**src/rtl/variable_record_stream_deframer_defines.svh**
```systemverilog
// Assertion macros for the record stream deframer.
// Included by variable_record_stream_deframer, which checks its own logic; needs clk and rst_n in scope.
`ifndef VARIABLE_RECORD_STREAM_DEFRAMER_DEFINES_SVH
`define VARIABLE_RECORD_STREAM_DEFRAMER_DEFINES_SVH

// same-cycle implication
`define VRSD_ASSERT_NOW(label, cond, cons, msg) \
    label: assert property (@(posedge clk) disable iff (!rst_n) (cond) |-> (cons)) \
        else $error(msg);

// next-cycle implication
`define VRSD_ASSERT_NEXT(label, cond, cons, msg) \
    label: assert property (@(posedge clk) disable iff (!rst_n) (cond) |=> (cons)) \
        else $error(msg);

`endif

```
**src/rtl/vrsd_pkg.sv**
```systemverilog
// Shared types and constants of the record stream deframer.
// No dependencies.
package vrsd_pkg;

    localparam int unsigned LEN_FIELD_BYTES = 4;
    localparam int unsigned ID_BYTES        = 16;
    localparam int unsigned ATTR_BYTES      = 4;

    localparam logic [2:0] KIND_NLEN = 3'd0;
    localparam logic [2:0] KIND_NAME = 3'd1;
    localparam logic [2:0] KIND_ID   = 3'd2;
    localparam logic [2:0] KIND_ATTR = 3'd3;
    localparam logic [2:0] KIND_DLEN = 3'd4;
    localparam logic [2:0] KIND_DATA = 3'd5;

    localparam logic [1:0] STATUS_OK    = 2'd0;
    localparam logic [1:0] STATUS_DONE  = 2'd1;
    localparam logic [1:0] STATUS_ERROR = 2'd2;

    typedef enum logic [5:0] {
        FS_NLEN = 6'b000001,
        FS_NAME = 6'b000010,
        FS_ID   = 6'b000100,
        FS_ATTR = 6'b001000,
        FS_DLEN = 6'b010000,
        FS_DATA = 6'b100000
    } field_state_t;

    typedef struct packed {
        logic [7:0]  byte_value;
        logic [2:0]  field_kind;
        logic [31:0] field_byte_index;
        logic        record_end;
        logic [31:0] record_number;
        logic        buffer_end;
        logic [1:0]  parse_status;
    } result_t;

endpackage

```
**src/rtl/variable_record_stream_deframer.sv**
```systemverilog
// Pipeline: an accepted byte goes through the input register, then the result register, which shows its result.
// Throughput: one byte per cycle unless out_stall holds a full output; the framing state update (field position
// counter and length bound compare) sits between the input register and the result register.
// Reset (rst_n, asynchronous): clears buffer_length, framing state, error flag and both
// valid flags. No clearing pass.
`include "variable_record_stream_deframer_defines.svh"

module variable_record_stream_deframer #(
    parameter int LENGTH_BITS = 32
) (
    input  logic        clk,
    input  logic        rst_n,
    input  logic        in_valid,
    output logic        in_stall,
    input  logic [7:0]  in_byte,
    input  logic        cfg_write,
    input  logic [31:0] cfg_data,
    output logic        out_valid,
    input  logic        out_stall,
    output logic [7:0]  byte_value,
    output logic [2:0]  field_kind,
    output logic [31:0] field_byte_index,
    output logic        record_end,
    output logic [31:0] record_number,
    output logic        buffer_end,
    output logic [1:0]  parse_status
);

    logic [31:0]        buffer_length_reg;
    logic               in_valid_reg, in_valid_next;
    logic [7:0]         in_byte_reg;
    logic               out_valid_reg, out_valid_next;
    vrsd_pkg::result_t  out_reg;
    vrsd_pkg::result_t  result;
    logic               advance;
    logic               take;

    assign advance        = in_valid_reg && (!out_valid_reg || !out_stall);
    assign in_stall       = in_valid_reg && out_valid_reg && out_stall;
    assign take           = in_valid && !in_stall;
    assign in_valid_next  = take || (in_valid_reg && !advance);
    assign out_valid_next = advance || (out_valid_reg && out_stall);

    vrsd_frame_core #(
        .LENGTH_BITS (LENGTH_BITS)
    ) u_core (
        .clk           (clk),
        .rst_n         (rst_n),
        .commit        (advance),
        .item_byte     (in_byte_reg),
        .buffer_length (buffer_length_reg),
        .result        (result)
    );

    always_ff @(posedge clk or negedge rst_n)
    begin
        if (!rst_n)
        begin
            buffer_length_reg <= '0;
            in_valid_reg      <= 1'b0;
            out_valid_reg     <= 1'b0;
        end
        else
        begin
            if (cfg_write)
                buffer_length_reg <= cfg_data;
            in_valid_reg  <= in_valid_next;
            out_valid_reg <= out_valid_next;
        end
    end

    always_ff @(posedge clk)
    begin
        if (take)
            in_byte_reg <= in_byte;
        if (advance)
            out_reg <= result;
    end

    assign out_valid        = out_valid_reg;
    assign byte_value       = out_reg.byte_value;
    assign field_kind       = out_reg.field_kind;
    assign field_byte_index = out_reg.field_byte_index;
    assign record_end       = out_reg.record_end;
    assign record_number    = out_reg.record_number;
    assign buffer_end       = out_reg.buffer_end;
    assign parse_status     = out_reg.parse_status;

    `VRSD_ASSERT_NOW(a_stall_only_when_full, in_stall, out_valid && out_stall, "input stalled with room")
    `VRSD_ASSERT_NOW(a_rec_end_kind, out_valid && record_end, field_kind == vrsd_pkg::KIND_DATA || field_kind == vrsd_pkg::KIND_DLEN, "record end outside data")
    `VRSD_ASSERT_NOW(a_open_end_error, out_valid && buffer_end && !record_end, parse_status == vrsd_pkg::STATUS_ERROR, "open record at buffer end")
    `VRSD_ASSERT_NOW(a_id_index, out_valid && field_kind == vrsd_pkg::KIND_ID, field_byte_index < 32'd16, "identifier index overrun")

endmodule

```
**src/rtl/vrsd_frame_core.sv**
```systemverilog
// Framing state and per-byte classification of the record stream deframer.
// Depends on vrsd_pkg.
module vrsd_frame_core #(
    parameter int LENGTH_BITS = 32
) (
    input  logic                  clk,
    input  logic                  rst_n,
    input  logic                  commit,
    input  logic [7:0]            item_byte,
    input  logic [31:0]           buffer_length,
    output vrsd_pkg::result_t     result
);

    logic [31:0]              consumed_reg, consumed_next;
    vrsd_pkg::field_state_t   field_reg, field_next;
    logic [31:0]              pos_reg, pos_next;
    logic [LENGTH_BITS-1:0]   acc_reg, acc_next;
    logic [LENGTH_BITS-1:0]   name_len_reg, name_len_next;
    logic [31:0]              rec_cnt_reg, rec_cnt_next;
    logic                     err_reg, err_next;

    logic                     past_end;
    logic [31:0]              after;
    logic                     is_len;
    logic [31:0]              shifted;
    logic [31:0]              size;
    logic                     last;
    logic                     len_over;
    logic                     rec_end;
    logic                     buf_end;
    logic [2:0]               kind;
    vrsd_pkg::field_state_t   field_after;

    always_comb
    begin
        past_end = consumed_reg >= buffer_length;
        after    = consumed_reg + 32'd1;
        is_len   = (field_reg == vrsd_pkg::FS_NLEN) || (field_reg == vrsd_pkg::FS_DLEN);
        shifted  = 32'(item_byte) << {pos_reg[1:0], 3'b000};

        acc_next = acc_reg;
        if (is_len && pos_reg < 32'(vrsd_pkg::LEN_FIELD_BYTES))
        begin
            if (pos_reg == 32'd0)
                acc_next = shifted[LENGTH_BITS-1:0];
            else
                acc_next = acc_reg | shifted[LENGTH_BITS-1:0];
        end

        case (field_reg)
            vrsd_pkg::FS_NLEN:
            begin
                kind = vrsd_pkg::KIND_NLEN;
                size = 32'(vrsd_pkg::LEN_FIELD_BYTES);
            end
            vrsd_pkg::FS_NAME:
            begin
                kind = vrsd_pkg::KIND_NAME;
                size = 32'(name_len_reg);
            end
            vrsd_pkg::FS_ID:
            begin
                kind = vrsd_pkg::KIND_ID;
                size = 32'(vrsd_pkg::ID_BYTES);
            end
            vrsd_pkg::FS_ATTR:
            begin
                kind = vrsd_pkg::KIND_ATTR;
                size = 32'(vrsd_pkg::ATTR_BYTES);
            end
            vrsd_pkg::FS_DLEN:
            begin
                kind = vrsd_pkg::KIND_DLEN;
                size = 32'(vrsd_pkg::LEN_FIELD_BYTES);
            end
            vrsd_pkg::FS_DATA:
            begin
                kind = vrsd_pkg::KIND_DATA;
                size = 32'(acc_reg);
            end
            default:
            begin
                kind = vrsd_pkg::KIND_NLEN;
                size = 32'(vrsd_pkg::LEN_FIELD_BYTES);
            end
        endcase

        last     = ({1'b0, pos_reg} + 33'd1) >= {1'b0, size};
        len_over = ({1'b0, after} + 33'(acc_next)) > {1'b0, buffer_length};

        rec_end     = 1'b0;
        field_after = field_reg;
        case (field_reg)
            vrsd_pkg::FS_NLEN:
                field_after = (acc_next != '0) ? vrsd_pkg::FS_NAME : vrsd_pkg::FS_ID;
            vrsd_pkg::FS_NAME: field_after = vrsd_pkg::FS_ID;
            vrsd_pkg::FS_ID:   field_after = vrsd_pkg::FS_ATTR;
            vrsd_pkg::FS_ATTR: field_after = vrsd_pkg::FS_DLEN;
            vrsd_pkg::FS_DLEN:
            begin
                rec_end     = last && (acc_next == '0);
                field_after = (acc_next == '0) ? vrsd_pkg::FS_NLEN : vrsd_pkg::FS_DATA;
            end
            vrsd_pkg::FS_DATA:
            begin
                rec_end     = last;
                field_after = vrsd_pkg::FS_NLEN;
            end
            default: field_after = vrsd_pkg::FS_NLEN;
        endcase

        buf_end  = after == buffer_length;
        err_next = err_reg | (last && is_len && len_over) | (buf_end && !rec_end);

        field_next    = last ? field_after : field_reg;
        pos_next      = last ? 32'd0 : pos_reg + 32'd1;
        name_len_next = (last && field_reg == vrsd_pkg::FS_NLEN) ? acc_next : name_len_reg;
        consumed_next = after;
        rec_cnt_next  = (rec_end && rec_cnt_reg != '1) ? rec_cnt_reg + 32'd1 : rec_cnt_reg;

        result.byte_value    = item_byte;
        result.record_number = rec_cnt_reg;
        if (past_end)
        begin
            result.field_kind       = vrsd_pkg::KIND_NLEN;
            result.field_byte_index = 32'd0;
            result.record_end       = 1'b0;
            result.buffer_end       = 1'b0;
            result.parse_status     = err_reg ? vrsd_pkg::STATUS_ERROR : vrsd_pkg::STATUS_DONE;
        end
        else
        begin
            result.field_kind       = kind;
            result.field_byte_index = pos_reg;
            result.record_end       = rec_end;
            result.buffer_end       = buf_end;
            if (err_next)
                result.parse_status = vrsd_pkg::STATUS_ERROR;
            else if (buf_end)
                result.parse_status = vrsd_pkg::STATUS_DONE;
            else
                result.parse_status = vrsd_pkg::STATUS_OK;
        end
    end

    always_ff @(posedge clk or negedge rst_n)
    begin
        if (!rst_n)
        begin
            consumed_reg <= '0;
            field_reg    <= vrsd_pkg::FS_NLEN;
            pos_reg      <= '0;
            acc_reg      <= '0;
            name_len_reg <= '0;
            rec_cnt_reg  <= '0;
            err_reg      <= 1'b0;
        end
        else if (commit && !past_end)
        begin
            consumed_reg <= consumed_next;
            field_reg    <= field_next;
            pos_reg      <= pos_next;
            acc_reg      <= acc_next;
            name_len_reg <= name_len_next;
            rec_cnt_reg  <= rec_cnt_next;
            err_reg      <= err_next;
        end
    end

endmodule
```
**config.mk**
```make
export PLATFORM = sky130hd
export DESIGN_NAME = variable_record_stream_deframer
export DESIGN_NICKNAME = d
export VERILOG_FILES = /design/src/rtl/vrsd_pkg.sv /design/src/rtl/variable_record_stream_deframer.sv /design/src/rtl/vrsd_frame_core.sv
export VERILOG_INCLUDE_DIRS = /design/src /design/src/rtl
export SDC_FILE = /design/constraint.sdc
export NUM_CORES = 1
export LEC_CHECK = 0
export ABC_AREA = 0
export BUFFER_PORTS_ARGS = -buffer_cell sky130_fd_sc_hd__buf_2
export CORE_ASPECT_RATIO = 1.1
export CORE_UTILIZATION = 38
export DETAILED_ROUTE_END_ITERATION = 10
export GPL_ROUTABILITY_DRIVEN = 1
export HOLD_SLACK_MARGIN = 0.06
export PLACE_DENSITY = 0.58
export SLEW_MARGIN = 0
export SYNTH_ARGS = -nofsm -noshare
export SYNTH_HDL_FRONTEND = slang
export SYNTH_HIERARCHICAL = 1
export SYNTH_SLANG_ARGS = --single-unit
```
**constraint.sdc**
```tcl
create_clock -name clk -period 8.46 [get_ports clk]
set_input_delay 1.692 -clock clk [delete_from_list [all_inputs] [get_ports clk]]
set_output_delay 1.692 -clock clk [all_outputs]
set_load 0.05 [all_outputs]
```
### After elaboration in Yosys (flattened, before gate mapping)

Index checks and enable logic that the tools add are counted.

| operators by class | value |
|---|---|
| muxes and demuxes | 13 |
| add/sub/neg operators | 5 |
| order comparisons | 4 |
| equality and inequality tests | 8 |
| shift operators | 1 |
| bitwise gates (word level) | 3 |
| reductions and logical operators | 30 |

Operators by type and width:

| kind | count |
|---|---|
| adder 32 x 1 -> 32 bit, second input constant | 3 |
| 2-to-1 mux 32 bit | 3 |
| one-hot mux 32 bit (3 select lines) | 1 |
| logical NOT 32 bit | 2 |
| adder 32 x 1 -> 33 bit, second input constant | 1 |
| adder 32 x 32 -> 33 bit | 1 |
| greater-or-equal comparator 33 x 32 -> 1 bit | 1 |
| > comparator 33 x 32 -> 1 bit | 1 |
| == test 32 bit | 1 |
| greater-or-equal comparator 32 bit | 1 |
| < comparator 32 x 3 -> 1 bit, second input constant | 1 |
| != test 32 bit, second input constant | 1 |
| bitwise OR 32 bit | 1 |
| nonzero test 32 bit | 1 |
| left shift 8 x 5 -> 32 bit | 1 |
| one-hot mux 6 bit (5 select lines) | 1 |
| one-hot mux 3 bit (5 select lines) | 1 |
| logical AND 1 bit | 14 |
| == test 6 x 1 -> 1 bit, second input constant | 1 |
| == test 6 x 2 -> 1 bit, second input constant | 1 |
| == test 6 x 3 -> 1 bit, second input constant | 1 |
| == test 6 x 4 -> 1 bit, second input constant | 1 |
| == test 6 x 5 -> 1 bit, second input constant | 1 |
| == test 6 bit, second input constant | 1 |
| other kinds (9) | 22 |

| storage, ports and cells | value |
|---|---|
| input bits | 45 |
| output and inout port bits | 81 |
| logic and storage cells | 82 |
| register bits after elaboration | 288 |

### Logic depth before layout (Yosys ltp)

| depth | value |
|---|---|
| word-level depth | 12 |
| depth in mapped cells | 28 |
| gate-level depth less buffers | 26 |

### Cells and area by module

Netlist, hierarchy kept.

By module, submodules not included:

| module | area each (um2) | cells an instance | sequential area each (um2) | times used |
|---|---|---|---|---|
| vrsd_frame_core | 13994.7 | 1640 | 4180.3 | 1 |
| variable_record_stream_deframer | 4043.9 | 163 | 3463.3 | 1 |

### Worst setup path after synthesis

Ideal clock, no wire load.

| timing | value |
|---|---|
| path type | input-to-reg |
| start | input out_stall |
| end | register u_core.name_len_reg[0] |
| arrival time | 9.923 ns |
| cell stages on the path | 10 |
| path slack | -1.588 ns |
| required time | 8.335 ns |
| cell sequence | a21boi_0 > inv_1 > a211oi_1 > o2111a_1 > o211ai_1 > and2_1 > clkbuf_1 > or3_4 > buf_6 > mux2_4 |

| between the ends | value |
|---|---|
| cells in the longest elaborated chain, start to end | 5 |

RTL lines:

| item | line | source |
|---|---|---|
| from (decl) | variable_record_stream_deframer.sv:19 | `input logic out_stall,` |
| logical NOT 1 bit | variable_record_stream_deframer.sv:38 | `assign advance = in_valid_reg && (!out_valid_reg \|\| !out_stall);` |
| logical OR 1 bit | variable_record_stream_deframer.sv:38 |  |
| logical AND 1 bit | variable_record_stream_deframer.sv:38 |  |
| logical AND 1 bit | vrsd_frame_core.sv:158 | `else if (commit && !past_end)` |
| AND reduction 2 bit (no source line) | -- |  |
| to (signal assigned) | vrsd_frame_core.sv:164 | `name_len_reg <= name_len_next;` |
| to (decl) | vrsd_frame_core.sv:18 | `logic [LENGTH_BITS-1:0] name_len_reg, name_len_next;` |

Every way passes these cells.
A chain may end at the register's enable or synchronous reset.

==> metrics.txt <==
status complete, no violations; # DRC 0; synth-to-layout area growth 12.47%; vias in the first global route 13770; # clock sinks 288; WL/cell 19.62 um; Critical Path AT between 7 and 8 ns; fmax 138.4 MHz; Startpoint Class flop; ys async rst share 0.6979; Synth area leader dfrtp_1; synth top area cells dfrtp_1, edfxtp_1, ha_1, xnor2_1, nand2_1; initial antenna violation count 0; met3 GRT Util 0.03034; global-route wire length before repair 77.27 mm; top cell type's share of synthesized area 0.2775; CTS tree built; Ys Warns 6; post-synthesis register bit count around 290; Max FO, Critical Path 21; largest net degree at the start of global routing 74; register area ~7600 um2; Netlist cell types 85; critical path data required time 8.87 ns; io pins 126; register area share after synthesis 0.4237; total gr overflow 0; clock latency on the worst-skew pair 0.56 ns; die area 48350 um2; I/O Buffers 125; HPWL after DPL 36.13 mm; minimum clock period 7.226 ns; CTS Buf Count 34; Post-Syn Area 18040 um2; commonest non-fill, non-tap cell in the layout nand2_1; skew final approximately 0.026 ns; Max-Slew Margin vs Limit 0.2156; final hold vios 0; fin nets 2061; post-synthesis instance total 1803; initial core utilization 0.3860; grt met2 use 0.3361; layout cells sized above 1 0.1394; Pwr per Cell Area 289.1 nW/um2; Post-DRT Antenna Nets 0; H-tree levels 2; # rows 83; Hold Path Class reg2reg; hold_buf cts 0; Static Leak roughly 9.4 nW; Post-CTS Resized 0; die height 230.5 um; Peak supply drop 143.4 uV; Crit Path Category reg2reg; Initial DRC Count slightly above 700; Tot GR Track Use 0.2038; area occupied by multi-input gates 9646 um2; CP Capture Type flop; Tcrit/Tclk final 0.8542; pins over their slew limit 0; routed vias/inst 5.581; dominant synthesized flop cell dfrtp_1; ANT cells 0; Total Neg Setup Slack 0 ns; Clock Path Buffers 3; most frequent cells in the layout nand2_1, dfrtp_1, xnor2_1, ha_1, buf_2; maximum capacitance violations 0; Fillers between 4000 and 5000; Root Driver clkbuf_16; EDFF count, synth slightly below 90; unrepaired setup endpoints after global routing no; busiest grt layer met2; met1 global-route usage 0.2667; routed vias 13970; Die W 209.7 um; Syn Nets 1981; Worst-Margin Slew ~1.2 ns; setup violators final 0; GP Congestion about 0.92; Fin Hold WS 0.4804 ns; Post CTS Setup Buffer Count 0; Clk pin slew, worst setup/hold paths 0.06 ns; Synth Area per Inst 10.00 um2; DRT Wirelength 49.10 mm; number of iterations in the first detailed-routing pass 5; core area around 47000 um2
-- metrics by stage --
step                area, um2  utilization  setup slack, ns  total power, mW  cells
floorplan               18040            -           0.6225            3.584   1803
global placement        19070       0.4081            1.463            4.239   2442
detailed placement      19070       0.4081            1.338            4.297   2442
CTS                     20290       0.4341            1.293            5.915   2503
global route            20290       0.4341           0.9021            6.233   2503
finish                  20290       0.4341            1.234            5.866   2503
-- report_power, final --
| part | switching [mW] | internal, mW |
|---|---|---|
| Sequential | 0.213 | 1.65 |
| Clock | 0.614 | 0.963 |
| Combinational | 1.52 | 0.902 |
| Total | 2.35 | 3.52 |
-- cells in the mapped netlist, types with 9 or more instances --
cell type	n
clkbuf_1	66
a211oi_1	11
ha_1	132
o31ai_1	14
nor2_1	77
dfrtp_1	200
nand3_1	60
nor4_1	29
o21ai_1	12
o2bb2ai_1	9
o21ai_0	77
edfxtp_1	87
and2_1	43
o211ai_1	9
a22oi_1	46
xnor2_1	132
buf_4	10
mux2_4	39
and3_1	20
nand2_1	205
nand4_1	47
a21oi_1	64
a21o_1	57
a22o_1	17
o21a_1	12
xor2_1	47
and4_1	15
nor3_1	32
inv_1	74
nand2b_1	11
-- worst max-delay path, cell delays in order, from the launching register on --
cell and delay (ns):
dfrtp_1 0.46, nor4_1 0.40, nand4_1 0.24, or4_1 0.81, buf_4 0.34, a22o_1 0.28
ha_1 0.38, a21o_1 0.20, a21o_1 0.17, a221oi_1 0.33, o21a_1 0.25, a21oi_1 0.10
a221oi_1 0.50, o21ai_0 0.32, and4b_1 0.26, a311o_1 0.32, ha_1 0.29, o21a_1 0.19
o21a_1 0.18, a21oi_1 0.15, nand4_1 0.09, o21ai_0 0.26, a211o_1 0.21, nor2b_1 0.19
a21o_1 0.13
-- final cells by class --
class | instances | share of cell area
repair buffers | 142 | 0.03756
flip-flops and latches | 288 | 0.3768
clock inverters | 10 | 0.007709
multi-input cells | 1343 | 0.4754
clock buffers | 51 | 0.05217
inverters | 74 | 0.01369
well taps | 595 | 0.03669
-- kinds of logic (layout without fill, tap and decap cells) --
group / Yosys count / in the layout / synth area share
AOI/OAI and AO/OA: 393 / 393 / 0.1484
xor gates and xnor gates: 179 / 179 / 0.08691
adders and majority gates: 133 / 133 / 0.09267
buffers and inverters: 172 / 277 / 0.04273
DFF: 288 / 288 / 0.4237
muxes: 51 / 51 / 0.03981
and+or+nand+nor: 587 / 587 / 0.1658
-- metal layers --
layer  vias to the layer above  part of all wire
met4                         0             0.037
met3                        94             0.045
met1                      6793              0.45
li1                       6718                 -
met2                       364              0.47
met5                         -                 0
-- path summary, 6_finish.rpt --
path	cells past startpoint	to	from	slack, ns
setup / recovery	24	parse_status[0]$_DFFE_PP_	u_core/pos_reg[6]$_DFFE_PN0P_	1.23
hold / removal	1	u_core/rec_cnt_reg[6]$_DFFE_PN0P_	u_core/rec_cnt_reg[6]$_DFFE_PN0P_	0.48
setup reg to reg	24	parse_status[0]$_DFFE_PP_	u_core/pos_reg[6]$_DFFE_PN0P_	1.23
hold reg to reg	1	u_core/rec_cnt_reg[6]$_DFFE_PN0P_	u_core/rec_cnt_reg[6]$_DFFE_PN0P_	0.48
max in group asynchronous	2	u_core/acc_reg[27]$_DFFE_PN0P_	rst_n	5.88
min in group asynchronous	1	u_core/rec_cnt_reg[18]$_DFFE_PN0P_	rst_n	1.14
Note: power is estimated with default switching activity, not from simulation.
